## src/design/rlr_pkg.sv

```systemverilog
// Shared types and constants for the ranged LCG random block.
// Used by rlr_ctrl, rlr_dp, the top level and the checker. No dependencies.
`timescale 1ns / 1ps

package rlr_pkg;

  localparam int unsigned STATE_W  = 32;
  localparam int unsigned DRAW_W   = 15;
  localparam int unsigned DRAW_LSB = 16;
  localparam int unsigned SPAN_W   = STATE_W + 1;
  localparam int unsigned CNT_W    = $clog2(DRAW_W);

  localparam logic [STATE_W-1:0] LCG_MUL  = 32'h0003_43fd;
  localparam logic [STATE_W-1:0] LCG_ADD  = 32'h0026_9ec3;
  localparam logic [CNT_W-1:0]   DIV_LAST = CNT_W'(DRAW_W - 1);

  typedef enum logic [1:0] {
    OP_DRAW  = 2'd0,
    OP_SEED  = 2'd1,
    OP_RANGE = 2'd2,
    OP_RSVD  = 2'd3
  } op_t;

  typedef enum logic [2:0] {
    ST_IDLE,
    ST_STEP,
    ST_DIV,
    ST_ADD,
    ST_DONE
  } state_t;

  typedef enum logic [1:0] {
    RES_LOW,
    RES_DRAW,
    RES_SUM
  } res_sel_t;

  typedef struct packed {
    logic     capture;
    logic     advance;
    logic     div_step;
    logic     load_res;
    res_sel_t res_sel;
    logic     out_load;
  } ctrl_cmd_t;

  typedef struct packed {
    op_t  op;
    logic bounds_eq;
    logic div_last;
  } dp_stat_t;

endpackage

```

## src/design/rlr_ctrl.sv

```systemverilog
// Sequencing FSM for the ranged LCG random block.
// Depends on rlr_pkg; drives rlr_dp through ctrl_cmd_t, owns the output valid.
`timescale 1ns / 1ps

module rlr_ctrl (
  input  logic              clk,
  input  logic              rst_n,
  input  logic              in_tvalid,
  input  rlr_pkg::op_t      in_op,
  output logic              in_tready,
  output logic              out_tvalid,
  input  logic              out_tready,
  input  rlr_pkg::dp_stat_t stat,
  output rlr_pkg::ctrl_cmd_t cmd
);
  import rlr_pkg::*;

  state_t state_r, state_nxt;
  logic   out_valid_r, out_valid_nxt;
  logic   in_xfer;
  logic   out_free;

  assign in_xfer  = in_tvalid && (state_r == ST_IDLE);
  assign out_free = !out_valid_r || out_tready;

  always_comb begin
    state_nxt = state_r;
    unique case (state_r)
      ST_IDLE: begin
        if (in_xfer && (in_op == OP_DRAW || in_op == OP_RANGE)) state_nxt = ST_STEP;
      end
      ST_STEP: begin
        if (stat.op == OP_RANGE && !stat.bounds_eq) state_nxt = ST_DIV;
        else                                        state_nxt = ST_DONE;
      end
      ST_DIV: begin
        if (stat.div_last) state_nxt = ST_ADD;
      end
      ST_ADD:  state_nxt = ST_DONE;
      ST_DONE: begin
        if (out_free) state_nxt = ST_IDLE;
      end
      default: state_nxt = ST_IDLE;
    endcase
  end

  always_comb begin
    cmd = '0;
    cmd.res_sel = RES_DRAW;
    unique case (state_r)
      ST_IDLE: cmd.capture = in_xfer;
      ST_STEP: begin
        cmd.advance = !(stat.op == OP_RANGE && stat.bounds_eq);
        cmd.load_res = (stat.op != OP_RANGE) || stat.bounds_eq;
        cmd.res_sel  = (stat.op == OP_RANGE) ? RES_LOW : RES_DRAW;
      end
      ST_DIV:  cmd.div_step = 1'b1;
      ST_ADD: begin
        cmd.load_res = 1'b1;
        cmd.res_sel  = RES_SUM;
      end
      ST_DONE: cmd.out_load = out_free;
      default: cmd = '0;
    endcase
  end

  always_comb begin
    out_valid_nxt = out_valid_r;
    if (cmd.out_load)     out_valid_nxt = 1'b1;
    else if (out_tready)  out_valid_nxt = 1'b0;
  end

  always_ff @(posedge clk) begin
    if (!rst_n) begin
      state_r     <= ST_IDLE;
      out_valid_r <= 1'b0;
    end else begin
      state_r     <= state_nxt;
      out_valid_r <= out_valid_nxt;
    end
  end

  assign in_tready  = (state_r == ST_IDLE);
  assign out_tvalid = out_valid_r;

endmodule

```

## src/design/rlr_dp.sv

```systemverilog
// Datapath for the ranged LCG random block: generator state, bound ordering,
// bit-serial remainder and output register. Depends on rlr_pkg.
`timescale 1ns / 1ps

module rlr_dp (
  input  logic                 clk,
  input  logic                 rst_n,
  input  rlr_pkg::ctrl_cmd_t   cmd,
  input  rlr_pkg::op_t         in_op,
  input  logic [31:0]          in_seed,
  input  logic signed [31:0]   in_low,
  input  logic signed [31:0]   in_high,
  output rlr_pkg::dp_stat_t    stat,
  output logic [31:0]          out_value
);
  import rlr_pkg::*;

  logic [STATE_W-1:0]        lcg_r, lcg_nxt;
  logic [DRAW_W-1:0]         draw_nxt;
  op_t                       op_r;
  logic                      eq_r;
  logic signed [STATE_W-1:0] lo_r, hi_r;
  logic [SPAN_W-1:0]         span_r;
  logic [DRAW_W-1:0]         dvd_r;
  logic [DRAW_W-1:0]         rem_r;
  logic [DRAW_W-1:0]         rem_sh;
  logic [CNT_W-1:0]          cnt_r;
  logic [STATE_W-1:0]        res_r, res_nxt;
  logic [STATE_W-1:0]        out_r;

  assign lcg_nxt  = lcg_r * LCG_MUL + LCG_ADD;
  assign draw_nxt = lcg_nxt[DRAW_LSB +: DRAW_W];

  // restoring remainder, one dividend bit per step; partial value stays 15 bits
  assign rem_sh = {rem_r[DRAW_W-2:0], dvd_r[DRAW_W-1]};

  always_ff @(posedge clk) begin
    if (!rst_n) begin
      lcg_r <= '0;
    end else if (cmd.capture && in_op == OP_SEED) begin
      lcg_r <= in_seed;
    end else if (cmd.advance) begin
      lcg_r <= lcg_nxt;
    end
  end

  always_ff @(posedge clk) begin
    if (cmd.capture) begin
      op_r <= in_op;
      eq_r <= (in_low == in_high);
      lo_r <= (in_low > in_high) ? in_high : in_low;
      hi_r <= (in_low > in_high) ? in_low : in_high;
    end
  end

  always_ff @(posedge clk) begin
    if (cmd.advance) begin
      span_r <= SPAN_W'({hi_r[STATE_W-1], hi_r} - {lo_r[STATE_W-1], lo_r});
      dvd_r  <= draw_nxt;
      rem_r  <= '0;
      cnt_r  <= '0;
    end else if (cmd.div_step) begin
      dvd_r <= {dvd_r[DRAW_W-2:0], 1'b0};
      cnt_r <= cnt_r + 1'b1;
      if ({(SPAN_W - DRAW_W)'(0), rem_sh} >= span_r)
        rem_r <= rem_sh - span_r[DRAW_W-1:0];
      else
        rem_r <= rem_sh;
    end
  end

  always_comb begin
    case (cmd.res_sel)
      RES_LOW:  res_nxt = lo_r;
      RES_SUM:  res_nxt = lo_r + {(STATE_W - DRAW_W)'(0), rem_r};
      default:  res_nxt = {(STATE_W - DRAW_W)'(0), draw_nxt};
    endcase
  end

  always_ff @(posedge clk) begin
    if (cmd.load_res) res_r <= res_nxt;
    if (cmd.out_load) out_r <= res_r;
  end

  assign stat.op        = op_r;
  assign stat.bounds_eq = eq_r;
  assign stat.div_last  = (cnt_r == DIV_LAST);
  assign out_value      = out_r;

endmodule

```

## src/design/ranged_lcg_random.sv

```systemverilog
// Ranged LCG random generator: top level joining rlr_ctrl and rlr_dp.
// Depends on rlr_pkg, rlr_ctrl, rlr_dp.
//
// Each transfer on the input carries an operation in in_tuser: a raw draw
// returns bits 30..16 of the advanced 32-bit state; a seed load replaces the
// state and returns nothing; a ranged draw orders its bounds and returns
// low + draw mod (high - low), or the bound itself (state untouched) when the
// bounds are equal. Code 3 is dropped. One item is worked on at a time: a seed
// load or dropped code leaves the input ready; a raw draw or an equal-bound
// ranged draw passes the step and done states, other ranged draws also the
// 15-step bit-serial remainder unit and an add state. Done waits for a free
// output register, and a finished result sits there while the next item is taken.
`timescale 1ns / 1ps

module ranged_lcg_random (
  input  logic        clk,
  input  logic        rst_n,
  input  logic        in_tvalid,
  output logic        in_tready,
  input  logic [95:0] in_tdata,  // [31:0] seed_value, [63:32] range_low, [95:64] range_high
  input  logic [1:0]  in_tuser,  // [1:0] op
  output logic        out_tvalid,
  input  logic        out_tready,
  output logic [31:0] out_tdata  // [31:0] value
);
  import rlr_pkg::*;

  ctrl_cmd_t cmd;
  dp_stat_t  stat;
  op_t       in_op;

  assign in_op = op_t'(in_tuser);

  rlr_ctrl u_ctrl (
    .clk       (clk),
    .rst_n     (rst_n),
    .in_tvalid (in_tvalid),
    .in_op     (in_op),
    .in_tready (in_tready),
    .out_tvalid(out_tvalid),
    .out_tready(out_tready),
    .stat      (stat),
    .cmd       (cmd)
  );

  rlr_dp u_dp (
    .clk      (clk),
    .rst_n    (rst_n),
    .cmd      (cmd),
    .in_op    (in_op),
    .in_seed  (in_tdata[31:0]),
    .in_low   (in_tdata[63:32]),
    .in_high  (in_tdata[95:64]),
    .stat     (stat),
    .out_value(out_tdata)
  );

endmodule

```

## config.mk

```make
export PLATFORM = sky130hd
export DESIGN_NAME = ranged_lcg_random
export DESIGN_NICKNAME = d
export VERILOG_FILES = /design/src/design/rlr_pkg.sv /design/src/design/rlr_ctrl.sv /design/src/design/rlr_dp.sv /design/src/design/ranged_lcg_random.sv
export SDC_FILE = /design/constraint.sdc
export NUM_CORES = 1
export LEC_CHECK = 0
export BUFFER_PORTS_ARGS = -buffer_cell sky130_fd_sc_hd__buf_2
export CORE_ASPECT_RATIO = 0.6
export CORE_UTILIZATION = 30
export CTS_CLUSTER_DIAMETER = 30
export CTS_CLUSTER_SIZE = 16
export DETAILED_ROUTE_END_ITERATION = 10
export MAX_ROUTING_LAYER = met4
export PLACE_DENSITY_LB_ADDON = 0.2
export SLEW_MARGIN = 20
export SYNTH_ARGS = -nofsm -noshare
export SYNTH_HDL_FRONTEND = slang
export SYNTH_SLANG_ARGS = --single-unit
```

## constraint.sdc

```tcl
create_clock -name clk -period 10.8 [get_ports clk]
set_input_delay 0 -clock clk [delete_from_list [all_inputs] [get_ports clk]]
set_output_delay 0 -clock clk [all_outputs]
set_load 0.01 [all_outputs]
```

==> Word-level counts from Yosys, hierarchy flattened <==
Index checks and enable logic that the tools add are counted.
{ "classes": {"add_sub_neg": 5, "n_mul": 1, "n_div": 0, "magnitude_cmp": 2, "n_eq_ne": 14, "shifts": 0, "n_mux": 21, "bitwise_logic": 0, "reduce_logical": 19} }
{ "op_table": {"columns": ["op", "count"], "rows": [
  ["32-bit two-way mux", 4],
  ["32-bit one-hot mux with 2 select lines", 1],
  ["15-bit two-way mux", 3],
  ["15-bit by 33-bit >= comparator with 1-bit output", 1],
  ["32-bit by 32-bit subtractor with 33-bit output", 1],
  ["32-bit by 15-bit adder with 32-bit output", 1],
  ["32-bit by 22-bit adder with 32-bit output, second input constant", 1],
  ["32-bit equality test", 1],
  ["32-bit greater-than comparator", 1],
  ["32-bit by 18-bit multiplier with 32-bit output, second input constant", 1],
  ["3-bit one-hot mux with 5 select lines", 1],
  ["15-bit subtractor", 1],
  ["3-bit two-way mux", 4],
  ["3-bit one-hot mux with 3 select lines", 1],
  ["1-bit two-way mux", 7],
  ["2-bit equality test, second input constant", 3],
  ["3-bit by 2-bit equality test with 1-bit output, second input constant", 2],
  ["2-bit nonzero test", 3],
  ["1-bit logical AND", 5],
  ["4-bit by 1-bit adder with 4-bit output, second input constant", 1],
  ["4-bit equality test, second input constant", 1],
  ["2-bit zero test", 2],
  ["2-bit by 1-bit != test with 1-bit output, second input constant", 2],
  ["2-bit != test, second input constant", 2],
  ["other kinds (8)", 12]
]} }
{ "totals": {"regBits": 234, "latchBits": 0, "ram_bits": 0, "romBits": 0, "inputBits": 102, "elab_cells": 75, "memories": 0} }

==> Longest topological paths before layout <==
Gate-level depths: netlist of run 1.
{ "depth": {"depth_word": 6, "ltp_mapped": 22} }

==> By module <==
A second synthesis of run 1 with hierarchy kept.
{ "unflattened": {"hier_cells": 2065, "area_unflattened_um2": 21011.4} }
{ "modules_own_cells": {"columns": ["mod", "instances", "cells_each", "area_each_um2", "seq_area_each_um2"], "rows": [
  ["rlr_dp", 1, 2034, 20732.4, 6376.1],
  ["rlr_ctrl", 1, 31, 279.0, 80.1]
]} }

==> Least setup slack after synthesis of run 1 <==
Ideal clock, no wire load.
{ "synth_path": {"path_kind": "register -> register", "start": "register u_dp.lcg_r[11]", "end": "register u_dp.dvd_r[13], data pin", "t_arrival_ns": 5.690, "required_ns": 10.540, "setup_slack_ns": 4.850, "path_stages_with_launch": 21, "path_buffers": 1, "synth_period_minus_slack_ns": 5.950, "path_cell_list": "dfxtp_1 -> fa_1 -> inv_1 -> fa_1 -> fa_1 -> inv_1 -> fa_1 -> fa_1 -> inv_1 -> fa_1 -> inv_1 -> ha_1 -> buf_6 -> a211o_1 -> a21oi_2 -> o21ai_2 -> or4_1 -> o221a_2 -> o41ai_4 -> mux2i_1 -> nand2_1"} }
{ "synth_between": {"elab_chain_len": 3} }
{ "synth_lines": {"columns": ["element", "line_no", "rtl"], "rows": [
  ["from (decl)", "rlr_dp.sv:18", "logic [STATE_W-1:0] lcg_r, lcg_nxt;"],
  ["from (signal assigned)", "rlr_dp.sv:41", "lcg_r <= in_seed;"],
  ["from (signal assigned)", "rlr_dp.sv:43", "lcg_r <= lcg_nxt;"],
  ["32-bit by 18-bit multiplier with 32-bit output", "rlr_dp.sv:31", "assign lcg_nxt = lcg_r * LCG_MUL + LCG_ADD;"],
  ["32-bit by 22-bit adder with 32-bit output", "rlr_dp.sv:31", null],
  ["15-bit two-way mux", "rlr_dp.sv:57", "if (cmd.advance) begin"],
  ["to (signal assigned)", "rlr_dp.sv:59", "dvd_r <= draw_nxt;"],
  ["to (signal assigned)", "rlr_dp.sv:63", "dvd_r <= {dvd_r[DRAW_W-2:0], 1'b0};"],
  ["to (decl)", "rlr_dp.sv:24", "logic [DRAW_W-1:0] dvd_r;"]
]} }
Every way passes these cells.
A chain may end at the register's enable or synchronous reset.

==> Final worst setup path of run 1 <==
{ "layout_path": {"start": "register u_dp.lcg_r[5]", "end": "register u_dp.dvd_r[12], data pin"} }
Same word-level chain as after synthesis.

==> impl_metrics.json, run 1 <==
{
  "fmaxAchievable_ghz": 0.1355,
  "start_kind": "flop",
  "cp.required_ns": 11.11,
  "cp_max_fo": 7,
  "cts.htree.levels": 2,
  "final_antenna_net_count": 0,
  "clockRootBuffer": "clkbuf_16",
  "synth-seq-area-share": 0.3052,
  "syn_area_um2": 21160,
  "crit_chain": "inv_1 > ha_1 > xnor2_1 > ha_1 > a21oi_1 > fa_1 > inv_1 > fa_1 > fa_1 > inv_1 > fa_1 > inv_1 > ha_1 > nand3_1 > nor4_1 > and3_1 > a22o_1 > nor3_1 > xor2_1 > o21ai_0",
  "whs_ns": -0.001811,
  "period_needed_ns": 7.379,
  "tightest_slew_ns": 1.105,
  "worst_r2r_endpoint": "u_dp.dvd_r[12]",
  "final_max_slew_viol_count": 0,
  "ys_seq_elements": 233,
  "core-area_um2": 68890,
  "place_congestion": 0.9656,
  "dpl.cell_count": 3092,
  "rr_startpoint": "u_dp.lcg_r[5]",
  "reg2reg_slack_ns": 3.42,
  "clock_latency_ns": 0.61,
  "ios": 136,
  "drt_wl_total_mm": 66.32,
  "path_buf_inv": 4,
  "area_delta_synth_final_pct": 24.17,
  "rsz0062_at_grt": "false",
  "port_buffers": 134,
  "via_count": 16284,
  "yosysWarnings": 0,
  "drt-pass1-iter-count": 6,
  "rows": 74,
  "drc": 0,
  "tns_ns": 0,
  "fin_ws_ns": 3.421,
  "synth_top_area_cell": "edfxtp_1",
  "grt_overflow": 0,
  "synth_top_cells_by_area": "edfxtp_1 (25%), fa_1 (17%), ha_1 (14%), inv_1 (7.3%), dfxtp_1 (5.1%)",
  "clk_pin_slew_ns": 0.05,
  "grt_max_degree": 60,
  "pre_cts_ws_ns": 3.660,
  "initial_core_util": 0.3071,
  "finalNonFillerCells": 3346,
  "post-route-period-util": 0.6832,
  "routedWlPerCell_um": 19.82,
  "hpwl_mm": 53.97,
  "drive_gt1_frac": 0.1350,
  "via_per_inst": 4.867,
  "status": "complete, but fails checks",
  "synth_area_per_cell_um2": 10.15,
  "first_iter_violations": 1236,
  "synthCells": 2084,
  "cp_top_family": "adder cells",
  "cts_tree": "done",
  "synthArstFlopShare": 0,
  "cp.arrival_ns": 7.69,
  "worst_clock_skew_ns": 0.02706,
  "ys_types": 78,
  "ff2ff_path_depth": 20,
  "syn_nets": 2594,
  "crit_end": "u_dp.dvd_r[12]",
  "grt_pass1_wl_mm": 99.77,
  "grt_usage": 0.1914,
  "crit_type": "flop to flop",
  "crit_start": "u_dp.lcg_r[5]",
  "cp-end-kind": "flop",
  "hold_viol": 1,
  "postLayoutCoreUtil": 0.3813,
  "relSlewSlack": 0.2566,
  "cts.sink_count": 233,
  "die_area_um2": 71620,
  "worst_path_max_delay_cell": "nor4_1",
  "numCtsBuffers": 56,
  "synth_edf_count": 179,
  "antenna_found_initial": 3,
  "die_w_um": 344.8,
  "grt_pass1_vias": 15992,
  "setup_viol": 0,
  "cap_viol_max_count": 0,
  "ys.flop_type": "edfxtp_1",
  "synth_top_cell_area_share": 0.2541,
  "die_y_um": 207.7,
  "cp_slowest_stage_delay_ns": 0.95,
  "fin_nets": 2892,
  "hold_class": "primary input to flop",
  "failed_checks": "negative hold slack",
  "cp.depth": 20,
  "ctsLongestPathBuffers": 3
}
-- layout make-up --
class                           instances  area (um^2)
Antenna cell                            4        10.01
Clock inverter                         42        501.7
Tap cell                              912         1141
Sequential cell                       233         6456
Clock buffer                           64         1505
Multi-Input combinational cell       1389        12910
Inverter                              413         1550
Timing Repair Buffer                  289         2195
Fill cell                            6809        42620
-- kinds of logic (layout without fill, tap and decap cells) --
logic type                 Yosys count  after routing  share of synthesized area
buffers and inverters              462            808                    0.08540
adders and majority gates          409            409                     0.3046
AOI/OAI and AO/OA                  403            403                     0.1258
and+or+nand+nor                    381            381                    0.08842
DFF                                233            233                     0.3052
xor gates and xnor gates           104            104                    0.04306
muxes                               92             92                    0.04755
other                                0              4                          0
-- flip-flops by register name (all words and copies together), names as in the netlist --
name               flops
u_ctrl.out_tvalid      1
u_dp.dvd_r            15
u_dp.lcg_r            31
u_dp.rem_r            15
u_dp.cnt_r             4
u_dp.hi_r             32
u_dp.eq_r              1
u_dp.op_r              2
u_dp.span_r           33
u_dp.out_value        32
u_dp.res_r            32
u_ctrl.state_r         3
u_dp.lo_r             32
-- metal layers --
| metal | track usage | wire (um) | vias to the layer above |
|---|---|---|---|
| met3 | 0.04222 | 4643 | 63 |
| li1 | - | - | 7796 |
| met1 | 0.3188 | 37330 | 7989 |
| met4 | 0.03646 | 967 | 0 |
| met5 | - | 0 | - |
| met2 | 0.2224 | 23370 | 436 |
-- per-stage QoR --
stage,hold slack (ns),area [um^2]
5_1_grt,0.02260,26270
4_1_cts,0.003191,26260
3_5_place_dp,0.2591,22810
3_3_place_gp,0.2617,22810
6_report,-0.001811,26270
2_1_floorplan,0.09887,21160
-- cells in the mapped netlist (39+ instances only) --
cell        n
a21o_1     39
a21oi_1    96
dfxtp_1    54
edfxtp_1  179
fa_1      177
ha_1      231
inv_1     412
mux2_2     65
nand2_1    98
nor2_1     91
o21ai_0    88
xnor2_1    69
-- cells in the final DEF (no fill, tap or decap), types with 17 or more instances in the layout --
cell,instances
nor2b_1,17
xnor2_1,69
ha_1,231
a21o_1,39
clkbuf_16,59
inv_1,412
mux2i_1,24
nor3_1,35
a211oi_1,20
nand2_1,98
dfxtp_1,54
edfxtp_1,179
buf_2,134
xor2_1,35
nand4_1,23
o211ai_1,17
mux2_2,65
dlygate4sd3_1,144
a21oi_1,96
nand3_1,31
nor2_1,90
o21a_1,20
fa_1,177
o21ai_0,88
-- how the worst min path moves through the flow --
stage / start / end / slack, ns / cells after the start
global placement: in_tuser[1] / u_dp.op_r[1] / 0.26 / 1
floorplan: in_tuser[0] / u_dp.op_r[0] / 0.1 / 0
finish: rst_n / u_dp.lcg_r[7] / -0.002 / 3
CTS: rst_n / u_dp.lcg_r[13] / 0.003 / 2
detailed placement: in_tuser[1] / u_dp.op_r[1] / 0.26 / 1
global route: rst_n / u_dp.lcg_r[13] / 0.02 / 2
-- tightest hold or removal path, stage by stage --
cell	delay, ns
buf_2	0.32
o21ai_0	0.18
a221oi_1	0.06
-- timing repair --
action                    CTS  global route
hold buffers              144             0
resized for setup           0             0
hold endpoints to repair  108             0
setup buffers               0             0
Power of run 1 is left out: the tool's default activity adds up to more than one toggle a clock period on the data nets, which glitch-free logic cannot reach.
==> run 2, diff against run 1 <==
==> constraint.sdc (replaced) <==
create_clock -name clk -period 7 [get_ports clk]
set_input_delay 0 -clock clk [delete_from_list [all_inputs] [get_ports clk]]
set_output_delay 0 -clock clk [all_outputs]
set_load 0.01 [all_outputs]
==> run 2 against run 1 <==
The run now ends clean. Wire length grew 0.88%. Setup slack lost 3.1 ns. First-iteration DRC count grew 4.4%. Largest cell class unchanged. Highest routed layer unchanged.
==> impl_metrics.json, run 2 (synthesis gave the netlist of run 1 again) <==
{
  "path_buf_inv": 6,
  "tns_ns": 0,
  "port_buffers": 134,
  "die_area_um2": 71620,
  "drt_wl_total_mm": 66.90,
  "via_count": 16425,
  "die_y_um": 207.7,
  "drc": 0,
  "cp.depth": 21,
  "place_congestion": 0.9667,
  "cp-end-kind": "flop",
  "routedWlPerCell_um": 19.78,
  "ctsLongestPathBuffers": 3,
  "status": "finished clean",
  "period_needed_ns": 6.701,
  "hpwl_mm": 54.53,
  "cap_viol_max_count": 0,
  "tightest_slew_ns": 1.278,
  "crit_chain": "fa_1 > inv_1 > fa_1 > fa_1 > inv_1 > fa_1 > inv_1 > fa_1 > fa_1 > inv_1 > ha_1 > nand3_2 > o211ai_1 > a21oi_2 > o211ai_1 > a221oi_1 > xor2_1 > buf_4 > nor2_1 > o21a_1 > dlygate4sd3_1",
  "dpl.cell_count": 3114,
  "cts.sink_count": 233,
  "numCtsBuffers": 67,
  "fmaxAchievable_ghz": 0.1492,
  "hold_class": "primary input to flop",
  "grt_pass1_vias": 16159,
  "grt_max_degree": 66,
  "finalNonFillerCells": 3383,
  "largest_register": "u_dp.span_r",
  "hold_viol": 0,
  "cp.required_ns": 7.52,
  "grt_pass1_wl_mm": 101.5,
  "cts_tree": "done",
  "clock_latency_ns": 0.59,
  "cp_top_family": "adder cells",
  "crit_type": "flop to flop",
  "core-area_um2": 68890,
  "post-route-period-util": 0.9572,
  "drt-pass1-iter-count": 7,
  "crit_top_cell": "fa_1",
  "largest_register_ffs": 33,
  "initial_core_util": 0.3071,
  "drive_gt1_frac": 0.1470,
  "rsz0062_at_grt": "false",
  "fin_ws_ns": 0.2993,
  "cp.arrival_ns": 7.22,
  "whs_path_depth": 2,
  "clockRootBuffer": "clkbuf_16",
  "fillers": 6789,
  "final_antenna_net_count": 0,
  "fin_nets": 2927,
  "cp_max_fo": 10,
  "worst_path_max_delay_cell": "fa_1",
  "grt_overflow": 0,
  "via_per_inst": 4.855,
  "grt_usage": 0.1946,
  "area_delta_synth_final_pct": 26.35,
  "rows": 74,
  "relSlewSlack": 0.1401,
  "die_w_um": 344.8,
  "worst_clock_skew_ns": 0.01677,
  "ios": 136,
  "clk_pin_slew_ns": 0.04,
  "first_iter_violations": 1291,
  "final_common_cell": "inv_1",
  "pre_cts_ws_ns": 0.2445,
  "start_kind": "flop",
  "cts.htree.levels": 3,
  "cp_slowest_stage_delay_ns": 0.56,
  "final_cell_mix": "inv_1 (412), ha_1 (231), edfxtp_1 (179)",
  "setup_viol": 0,
  "ff2ff_path_depth": 21,
  "final_max_slew_viol_count": 0,
  "antenna_found_initial": 2
}
-- run 2: metrics by stage --
step	utilization	hold WS (ns)	area [um^2]
after global placement	0.3335	0.2611	22970
after floorplan	-	0.09887	21160
after detailed placement	0.3335	0.2594	22970
after CTS	0.3874	0.1940	26690
after global routing	0.3880	0.1942	26730
final	0.3880	0.2155	26730
-- run 2: area by class of cell --
cell class	count	area [um^2]	area share
multi-input cells	1389	12940	0.4841
flip-flops and latches	233	6459	0.2416
repair buffers	313	2377	0.08894
clock buffers	78	1738	0.06502
inverters	413	1550	0.05800
well taps	912	1141	0.04269
clock inverters	44	523.0	0.01957
diodes	1	2.502	0.00009362
-- run 2: path summary, 6_finish.rpt --
| path | startpoint | endpoint | slack, ns |
|---|---|---|---|
| setup / recovery | u_dp.lcg_r[3] | u_dp.lcg_r[24] | 0.30 |
| hold / removal | in_tuser[1] | u_dp.op_r[1] | 0.22 |
| setup reg to reg | u_dp.lcg_r[3] | u_dp.lcg_r[24] | 0.30 |
| hold reg to reg | u_dp.res_r[31] | u_dp.out_value[31] | 0.41 |
-- run 2: worst reg2reg max path, cell delays in order, from the launching register on --
cell and delay [ns]:
dfxtp_1 0.49, fa_1 0.56, inv_1 0.15, fa_1 0.45, fa_1 0.52, inv_1 0.06
fa_1 0.49, inv_1 0.05, fa_1 0.46, fa_1 0.55, inv_1 0.05, ha_1 0.39
nand3_2 0.19, o211ai_1 0.30, a21oi_2 0.10, o211ai_1 0.37, a221oi_1 0.16, xor2_1 0.19
buf_4 0.16, nor2_1 0.25, o21a_1 0.17, dlygate4sd3_1 0.54
-- run 2: routing by layer --
metal | GRT usage | vias to the layer above | part of all wire
met3 | 0.05806 | 65 | 0.091
met1 | 0.3223 | 7980 | 0.55
met4 | 0.03813 | 0 | 0.015
met2 | 0.2163 | 507 | 0.34
met5 | - | - | 0
li1 | - | 7873 | -
-- run 2: timing repair --
action | in CTS | in global routing
hold buffers | 145 | 0
gates resized for setup | 0 | 10
setup buffers | 0 | 1
setup endpoints to repair | 0 | 9
hold endpoints to repair | 102 | 0
Power of run 2 is left out for the same reason.
==> run 3, diff against run 2 <==
--- a/config.mk
+++ b/config.mk
@@ -8,9 +8,11 @@
 export BUFFER_PORTS_ARGS = -buffer_cell sky130_fd_sc_hd__buf_2
 export CORE_ASPECT_RATIO = 0.6
 export CORE_UTILIZATION = 30
+export CTS_BUF_LIST = sky130_fd_sc_hd__clkbuf_4 sky130_fd_sc_hd__clkbuf_8
 export CTS_CLUSTER_DIAMETER = 30
 export CTS_CLUSTER_SIZE = 16
 export DETAILED_ROUTE_END_ITERATION = 10
+export GPL_ROUTABILITY_DRIVEN = 0
 export MAX_ROUTING_LAYER = met4
 export PLACE_DENSITY_LB_ADDON = 0.2
 export SLEW_MARGIN = 20
==> run 3 against run 2 <==
Utilization decreased by 1.2 points. First-iteration DRC count increased by 9.3%. Global-route usage decreased by 0.41 points. Wire length decreased by 1.7%. Critical path depth decreased by 1. Cell count about the same. Register-to-register slack got worse by 0.12 ns. Via count increased by 1.0%. Cell area decreased by 3.2%.
==> impl_metrics.json, run 3 (synthesis gave the netlist of run 1 again) <==
{
  "status": "finished clean",
  "largest_register_ffs": 33,
  "cts_tree": "done",
  "placed_area_um2": 22950,
  "clock_latency_ns": 0.68,
  "cp.required_ns": 7.53,
  "rr_startpoint": "u_dp.lcg_r[6]",
  "crit_type": "flop to flop",
  "grt_pass1_wl_mm": 100.5,
  "die_area_um2": 71620,
  "cp_max_fo": 6,
  "rsz0062_at_grt": "false",
  "die_w_um": 344.8,
  "grt_max_degree": 66,
  "hold-path-endpoint": "u_dp.op_r[1]",
  "ctsLongestPathBuffers": 3,
  "hold_class": "primary input to flop",
  "start_kind": "flop",
  "cts.htree.levels": 2,
  "worst_clock_skew_ns": 0.04687,
  "worst_path_max_delay_cell": "dlygate4sd3_1",
  "worst_r2r_endpoint": "u_dp.lcg_r[22]",
  "final_common_cell": "inv_1",
  "reg2reg_slack_ns": 0.18,
  "die_y_um": 207.7,
  "design_area_um2": 25870,
  "antenna_found_initial": 2,
  "routedWlPerCell_um": 19.42,
  "tightest_slew_ns": 1.047,
  "post-route-period-util": 0.9747,
  "clockRootBuffer": "clkbuf_8",
  "largest_register": "u_dp.span_r",
  "grt_overflow": 0,
  "ios": 136,
  "drt_wl_total_mm": 65.75,
  "cp-end-kind": "flop",
  "relSlewSlack": 0.3001,
  "first_iter_violations": 1411,
  "numCtsBuffers": 59,
  "via_count": 16592,
  "ff2ff_path_depth": 20,
  "setup_viol": 0,
  "grt_usage": 0.1905,
  "area_delta_synth_final_pct": 22.28,
  "final_antenna_net_count": 0,
  "fin_nets": 2931,
  "port_buffers": 134,
  "crit_top_cell": "fa_1",
  "cp_top_family": "adder cells",
  "clk_pin_slew_ns": 0.06,
  "crit_chain": "inv_1 > fa_1 > fa_1 > fa_1 > inv_1 > fa_1 > fa_1 > inv_1 > fa_1 > inv_1 > ha_1 > nand3_1 > o211ai_1 > a21oi_1 > o211ai_1 > a21oi_1 > xor2_1 > nor2_1 > o21a_1 > dlygate4sd3_1",
  "fmaxAchievable_ghz": 0.1466,
  "cap_viol_max_count": 0,
  "drc": 0,
  "hold_viol": 0,
  "final_max_slew_viol_count": 0,
  "cp_slowest_stage_delay_ns": 0.56,
  "cp.arrival_ns": 7.35,
  "rows": 74,
  "core-area_um2": 68890,
  "path_buf_inv": 5,
  "dpl.cell_count": 3111,
  "min-delay-start": "in_tuser[1]",
  "hpwl_mm": 52.99,
  "via_per_inst": 4.902,
  "drive_gt1_frac": 0.1444,
  "grt_pass1_vias": 16220,
  "period_needed_ns": 6.823,
  "cts.sink_count": 233,
  "whs_path_depth": 2,
  "drt-pass1-iter-count": 5,
  "final_cell_mix": "inv_1 (412), ha_1 (231), edfxtp_1 (179)",
  "tns_ns": 0,
  "finalNonFillerCells": 3385,
  "initial_core_util": 0.3071
}
-- run 3: area by class of cell --
cell class              count  area (um^2)
inverters                 413         1550
fillers                  6932        43020
clock buffers              59        812.0
flip-flops and latches    233         6461
well taps                 912         1141
repair buffers            325         2502
clock inverters            53        467.9
multi-input cells        1389        12930
diodes                      1        2.502
-- run 3: worst max-delay path by stage --
stage	endpoint	slack, ns	from	cells past startpoint
6_report	u_dp.lcg_r[22]	0.18	u_dp.lcg_r[6]	20
5_1_grt	u_dp.lcg_r[24]	0.01	u_dp.lcg_r[6]	21
4_1_cts	u_dp.lcg_r[24]	0.16	u_dp.lcg_r[1]	19
3_5_place_dp	u_dp.res_r[11]	0.27	u_dp.lcg_r[1]	19
3_3_place_gp	u_dp.res_r[11]	0.35	u_dp.lcg_r[1]	19
2_1_floorplan	u_dp.dvd_r[13]	1.05	u_dp.lcg_r[11]	20
-- run 3: per-stage QoR --
stage / hold slack, ns / utilization / worst slack, ns
floorplan: 0.09887 / - / 1.050
global placement: 0.2592 / 0.3332 / 0.3493
detailed placement: 0.2640 / 0.3332 / 0.2718
CTS: 0.06426 / 0.3749 / 0.1618
global route: 0.07437 / 0.3755 / 0.009755
finish: 0.1166 / 0.3755 / 0.1770
-- run 3: timing repair --
action,in CTS,in global routing
endpoints found under the setup margin,0,14
endpoints found under the hold margin,104,0
hold buffers,159,0
buffers inserted,0,2
gates resized for setup,0,9
-- run 3: layer usage --
metal,share of wire,GRT usage,routed length (um),up-vias
li1,-,-,-,7849
met1,0.55,0.3190,36310,8150
met2,0.36,0.2272,23690,539
met3,0.077,0.03672,5040,54
met4,0.011,0.02750,703,0
met5,0,-,0,-
Power of run 3 is left out for the same reason.
